**config.mk**
```make
export PLATFORM = sky130hd
export DESIGN_NAME = bvms_front
export DESIGN_NICKNAME = d
export VERILOG_FILES = /design/src/rtl/core/bilinear_vector_map_sampler_top_assert.svh /design/src/rtl/core/bvms_pkg.sv /design/src/rtl/core/bvms_front.sv
export SDC_FILE = /design/constraint.sdc
export NUM_CORES = 1
export LEC_CHECK = 0
export BUFFER_PORTS_ARGS = -buffer_cell sky130_fd_sc_hd__buf_4
export CORE_ASPECT_RATIO = 0.75
export CORE_MARGIN = 2
export CORE_UTILIZATION = 30
export CTS_BUF_LIST = sky130_fd_sc_hd__clkbuf_2 sky130_fd_sc_hd__clkbuf_4 sky130_fd_sc_hd__clkbuf_8
export DETAILED_ROUTE_END_ITERATION = 16
export GPL_TIMING_DRIVEN = 1
export PLACE_DENSITY_LB_ADDON = 0.08
export SYNTH_ARGS = -nofsm -noshare
export SYNTH_HDL_FRONTEND = slang
export SYNTH_SLANG_ARGS = --single-unit
```
**constraint.sdc**
```tcl
create_clock -name clock -period 14.8 [get_ports clock]
set_clock_uncertainty 0.05 [all_clocks]
set_input_delay 3.7 -clock clock [delete_from_list [all_inputs] [get_ports clock]]
set_output_delay 3.7 -clock clock [all_outputs]
set_load 0.1 [all_outputs]
```
**src/rtl/core/bilinear_vector_map_sampler_top_assert.svh**
```systemverilog
// Assertion macros shared by the bilinear vector map sampler RTL.
// Needs only clock and reset names passed by the user.
`ifndef BILINEAR_VECTOR_MAP_SAMPLER_TOP_ASSERT_SVH
`define BILINEAR_VECTOR_MAP_SAMPLER_TOP_ASSERT_SVH
// implication checked every clock, off during reset
`define BVMS_ASSERT_IMP(label, clk, rst, a, c) \
   label: assert property (@(posedge clk) disable iff (rst) (a) |-> (c)) \
      else $error("assertion failed");
// next-cycle implication
`define BVMS_ASSERT_NXT(label, clk, rst, a, c) \
   label: assert property (@(posedge clk) disable iff (rst) (a) |=> (c)) \
      else $error("assertion failed");
`endif

```
**src/rtl/core/bvms_pkg.sv**
```systemverilog
// Types and constants for the bilinear vector map sampler.
// No dependencies.
package bvms_pkg;
   localparam int COMP_W     = 16;
   localparam int POS_W      = 14;
   localparam int IDX_W      = 12;
   localparam int DIM_W      = 7;
   localparam int MAX_WIDTH  = 64;
   localparam int MAX_HEIGHT = 64;
   localparam int ADDR_W     = $clog2(MAX_WIDTH*MAX_HEIGHT);

   typedef enum logic {CMD_LOAD = 1'b0, CMD_SAMPLE = 1'b1} cmd_type;
   typedef enum logic {CSR_WIDTH = 1'b0, CSR_HEIGHT = 1'b1} csr_idx_type;

   typedef struct packed {
      logic               command;
      logic [IDX_W-1:0]   load_index;
      logic signed [COMP_W-1:0] vec_re;
      logic signed [COMP_W-1:0] vec_im;
      logic [POS_W-1:0]   x_pos;
      logic [POS_W-1:0]   y_pos;
   } req_type;

   typedef struct packed {
      logic signed [COMP_W-1:0] out_re;
      logic signed [COMP_W-1:0] out_im;
      logic                     clamped;
   } rsp_type;
endpackage

```
**src/rtl/core/bvms_front.sv**
```systemverilog
// Front end: accepts requests, clamps coordinates, forms weights and addresses.
// Depends on bvms_pkg.
module bvms_front #(
   parameter int FRAC_BITS  = 8
) (
   input  logic                 clock,
   input  logic                 reset,
   input  logic                 in_valid,
   input  bvms_pkg::req_type    in_req,
   input  logic [bvms_pkg::DIM_W-1:0] width_cfg,
   input  logic [bvms_pkg::DIM_W-1:0] height_cfg,
   input  logic                 advance,
   output logic                 wr_en,
   output logic [bvms_pkg::ADDR_W-1:0] wr_addr,
   output logic [2*bvms_pkg::COMP_W-1:0] wr_data,
   output logic                 smp_valid,
   output logic [4*bvms_pkg::ADDR_W-1:0] smp_addr,
   output logic [4*(2*FRAC_BITS+2)-1:0] smp_wt,
   output logic                 smp_clamp
);
   import bvms_pkg::*;
   localparam int AW = ADDR_W;
   localparam int XW = $clog2(MAX_WIDTH) + 1;
   localparam int YW = $clog2(MAX_HEIGHT) + 1;
   localparam int IW = POS_W - FRAC_BITS;
   localparam int WW = 2*FRAC_BITS + 2;
   localparam int CW = (IW > XW ? IW : XW) + (IW > YW ? IW : YW) + 1;

   logic [XW-1:0] w_eff;
   logic [YW-1:0] h_eff;
   logic [IW-1:0] xi, yi;
   logic [FRAC_BITS:0] fx, fy, gx, gy;
   logic [CW-1:0] i0, i1, j0, j1, prod;
   logic clip_x, clip_y, fire;

   always_comb begin
      if (width_cfg == '0) w_eff = XW'(1);
      else if (32'(width_cfg) > MAX_WIDTH) w_eff = XW'(MAX_WIDTH);
      else w_eff = XW'(width_cfg);
      if (height_cfg == '0) h_eff = YW'(1);
      else if (32'(height_cfg) > MAX_HEIGHT) h_eff = YW'(MAX_HEIGHT);
      else h_eff = YW'(height_cfg);
      xi = in_req.x_pos[POS_W-1:FRAC_BITS];
      yi = in_req.y_pos[POS_W-1:FRAC_BITS];
      clip_x = CW'(xi) >= CW'(w_eff);
      clip_y = CW'(yi) >= CW'(h_eff);
      i0 = clip_x ? CW'(w_eff) - CW'(1) : CW'(xi);
      j0 = clip_y ? CW'(h_eff) - CW'(1) : CW'(yi);
      fx = clip_x ? '0 : {1'b0, in_req.x_pos[FRAC_BITS-1:0]};
      fy = clip_y ? '0 : {1'b0, in_req.y_pos[FRAC_BITS-1:0]};
      gx = (FRAC_BITS+1)'(1 << FRAC_BITS) - fx;
      gy = (FRAC_BITS+1)'(1 << FRAC_BITS) - fy;
      i1 = (i0 + CW'(1) < CW'(w_eff)) ? i0 + CW'(1) : i0;
      j1 = (j0 + CW'(1) < CW'(h_eff)) ? j0 + CW'(1) : j0;
      prod = CW'(w_eff) * CW'(h_eff);
      fire = in_valid && advance;
   end

   always_ff @(posedge clock) begin
      if (reset) begin
         wr_en <= 1'b0;
         smp_valid <= 1'b0;
      end else if (advance) begin
         wr_en <= fire && in_req.command == CMD_LOAD && CW'(in_req.load_index) < prod;
         smp_valid <= fire && in_req.command == CMD_SAMPLE;
      end
      if (advance) begin
         wr_addr  <= in_req.load_index[AW-1:0];
         wr_data  <= {COMP_W'(in_req.vec_re), COMP_W'(in_req.vec_im)};
         smp_addr <= {AW'(j0 * CW'(w_eff) + i0), AW'(j0 * CW'(w_eff) + i1),
                      AW'(j1 * CW'(w_eff) + i0), AW'(j1 * CW'(w_eff) + i1)};
         smp_wt   <= {WW'(gx * gy), WW'(fx * gy), WW'(gx * fy), WW'(fx * fy)};
         smp_clamp <= clip_x | clip_y;
      end
   end
endmodule

```
==> results.cfg <==
[logic_synthesis]
synthMuxAreaShare = 0.004311
synth-seq-cells = 160
synth-seq-area-share = 0.2169
async_flop_share = 0
ys.flop_type = edfxtp_1
yosys_warnings = 0
synth_fa_ha_area_frac = 0.4085
synth_compound_area_frac = 0.07555
synthXorXnorAreaFrac = 0.05956
postSynthCellCount = 2371
yosys.area_share.simple = 0.1529
syn_area_um2 = 22060
synth-edff-count = 158
synth_top_family_by_area = adder cells
syn-mean-instance-area_um2 = 9.304
yosysUniqueCellTypes = 68

[setup_path]
start_kind = input pin
cpMostUsedCell = inv_1
crit_buf_inv = 7
crit_path_end_kind = flop
cp_max_fo = 18
crit_arrival_ns = 13.67
critPathLaunch = height_cfg[6]
cp_top_family = adder cells
r2r-start = wr_en
crit_path_top_delay_cell = a21boi_1
cpPeakStageDelay_ns = 0.57
critical_path_required_ns = 15.07
path_class = in2reg

[clock_tree]
cts_tree = yes
ctsResizeCount = 0
clkLatencyLatePin_ns = 0.56
clk_path_buf_depth = 2
hold_buffers = 0
cts.sink_count = 160
cts_setup_buffers = 0
root_buffer = clkbuf_8
clk_pin_slew_worst_paths_ns = 0.13
cts_max_level = 4
cts_buffers = 17

[finish]
area_delta_synth_final_pct = 16.39
drive_gt1_frac = 0.1284
fin_nets = 3297
mostFrequentLayoutCells = inv_1 (404), ha_1 (301), buf_4 (281)
layout_commonest_cell = inv_1
stdcell_count = 3625

[global_route]
grt_pass1_wl_um = 101100
grt-ovfl-total = 0
grt_usage = 0.1778
grt_start_max_net_pins = 84
grt_pass1_vias = 17140
antenna_found_initial = 1

[power_and_ir_drop]
power_w = 0.005515
max-vdd-ir-drop_mv = 0.1517
p_leak_nw = 12.42
cellPowerDensity_nw_per_um2 = 214.8

[floorplan]
die_w_um = 317.1
floorplan.initialDensity = 0.3015
num_rows = 86
core-area_um2 = 73170
die_h_um = 238.8
ios = 258
die-area_um2 = 75740

[timing]
rsz0062_at_grt = no
setup_viol = 0
hold_viol = 0
finalCriticalPeriod_ns = 13.40
tns_ns = 0
fin_crit_sh = 0.9056
slew_viol_final = 0
fin_hold_ws_ns = 0.4315
setup_slack_ns = 1.397
fmax_mhz = 74.61
slew_headroom = 0.08718
tightest_slew_ns = 1.359

[routing]
drc_errors = 0
totalWireLength_um = 65260
via_count = 16840
post_drt_wl_per_cell_um = 18.00
via_per_inst = 4.646
drt_iter0_markers = 1101
ant_nets = 0
drt_pass1_iterations = 5

[placed_design]
place_inst = 3592
pre_cts_ws_ns = 0.8199
place.detailed.hpwl_um = 54140
place.gp.congestion = 0.8737
portBuffers = 253

[min_path]
hold_path_class = reg2reg
hp-start = smp_valid

[outcome]
outcome = completed

[run]
maxCapViolCount = 0
-- worst min-delay path: cells and delay by family, from the launching register on --
| family | cells | cell delay, ns |
|---|---|---|
| and+or+nand+nor | 1 | 0.06 |
| DFF | 1 | 0.33 |
| AOI/OAI and AO/OA | 1 | 0.06 |
-- routing by layer --
| metal | vias to the layer above | track usage | wire [µm] |
|---|---|---|---|
| met4 | 0 | 0.04154 | 977 |
| met1 | 8139 | 0.2849 | 35110 |
| met3 | 55 | 0.03747 | 4409 |
| li1 | 8175 | - | - |
| met2 | 474 | 0.2369 | 24760 |
| met5 | - | 0 | 0 |
-- registers in the layout (all words and copies together), names as in the netlist --
name       cells
wr_addr       12
wr_data       32
smp_addr      48
wr_en          1
smp_valid      1
smp_clamp      1
smp_wt        65
-- cell families after synthesis --
family,after synthesis
and+or+nand+nor,755
muxes,9
xor gates and xnor gates,150
adders and majority gates,563
AOI/OAI and AO/OA,260
DFF,160
other,2
buffers and inverters,472
-- metrics by stage --
| step | area, µm² | util |
|---|---|---|
| after detailed placement | 25250 | 0.3451 |
| after CTS | 25670 | 0.3508 |
| after global placement | 25250 | 0.3451 |
| after floorplan | 22200 | - |
| final | 25670 | 0.3509 |
| after global routing | 25670 | 0.3509 |
-- report_power, final --
| part | switching (W) | internal [W] |
|---|---|---|
| clock network | 0.000223 | 0.000161 |
| registers | 0.0000659 | 0.000815 |
| logic | 0.00282 | 0.00143 |
-- cell usage after synthesis, types with 7 or more instances --
master    count  share of area
ha_1        301           0.17
a21o_1       24         0.0082
a21boi_0     20         0.0068
nand3_1      30         0.0068
and2_1       35         0.0099
nand2b_1     24         0.0068
o41ai_1       7         0.0028
buf_4         7         0.0024
a31oi_1      12         0.0034
edfxtp_1    158           0.22
nor2_1      269          0.046
fa_1        262           0.24
nand2_1     249          0.042
nor2b_1      34         0.0096
xnor2_1     129          0.051
or2_2        12         0.0034
and3_1       25         0.0071
o21ai_0      59          0.013
xor2_1       21         0.0083
a211oi_1     13         0.0044
nor3_1       42         0.0095
a21oi_1      73          0.017
or3_1        11         0.0031
clkbuf_1     55         0.0094
inv_1       404          0.069
or4_1         7         0.0024
-- layout make-up --
class                      count  area [µm²]
multi-input combinational   1777       15610
inverter                     405        1520
antenna                        1       2.502
fill                        7616       47500
clock buffer                  19       249.0
clock inverter                13       170.2
sequential                   160        4785
tap                          968        1211
timing repair buffer         282        2123
-- path summary, 6_finish.rpt --
kind	end	slack (ns)	cells after the start
worst max-delay path	smp_addr[10]	1.40	40
worst min-delay path	smp_valid	0.43	2
worst min register to register	smp_valid	0.43	2
worst max register to register	wr_en	13.93	4
(Power assumes the default switching activity.)
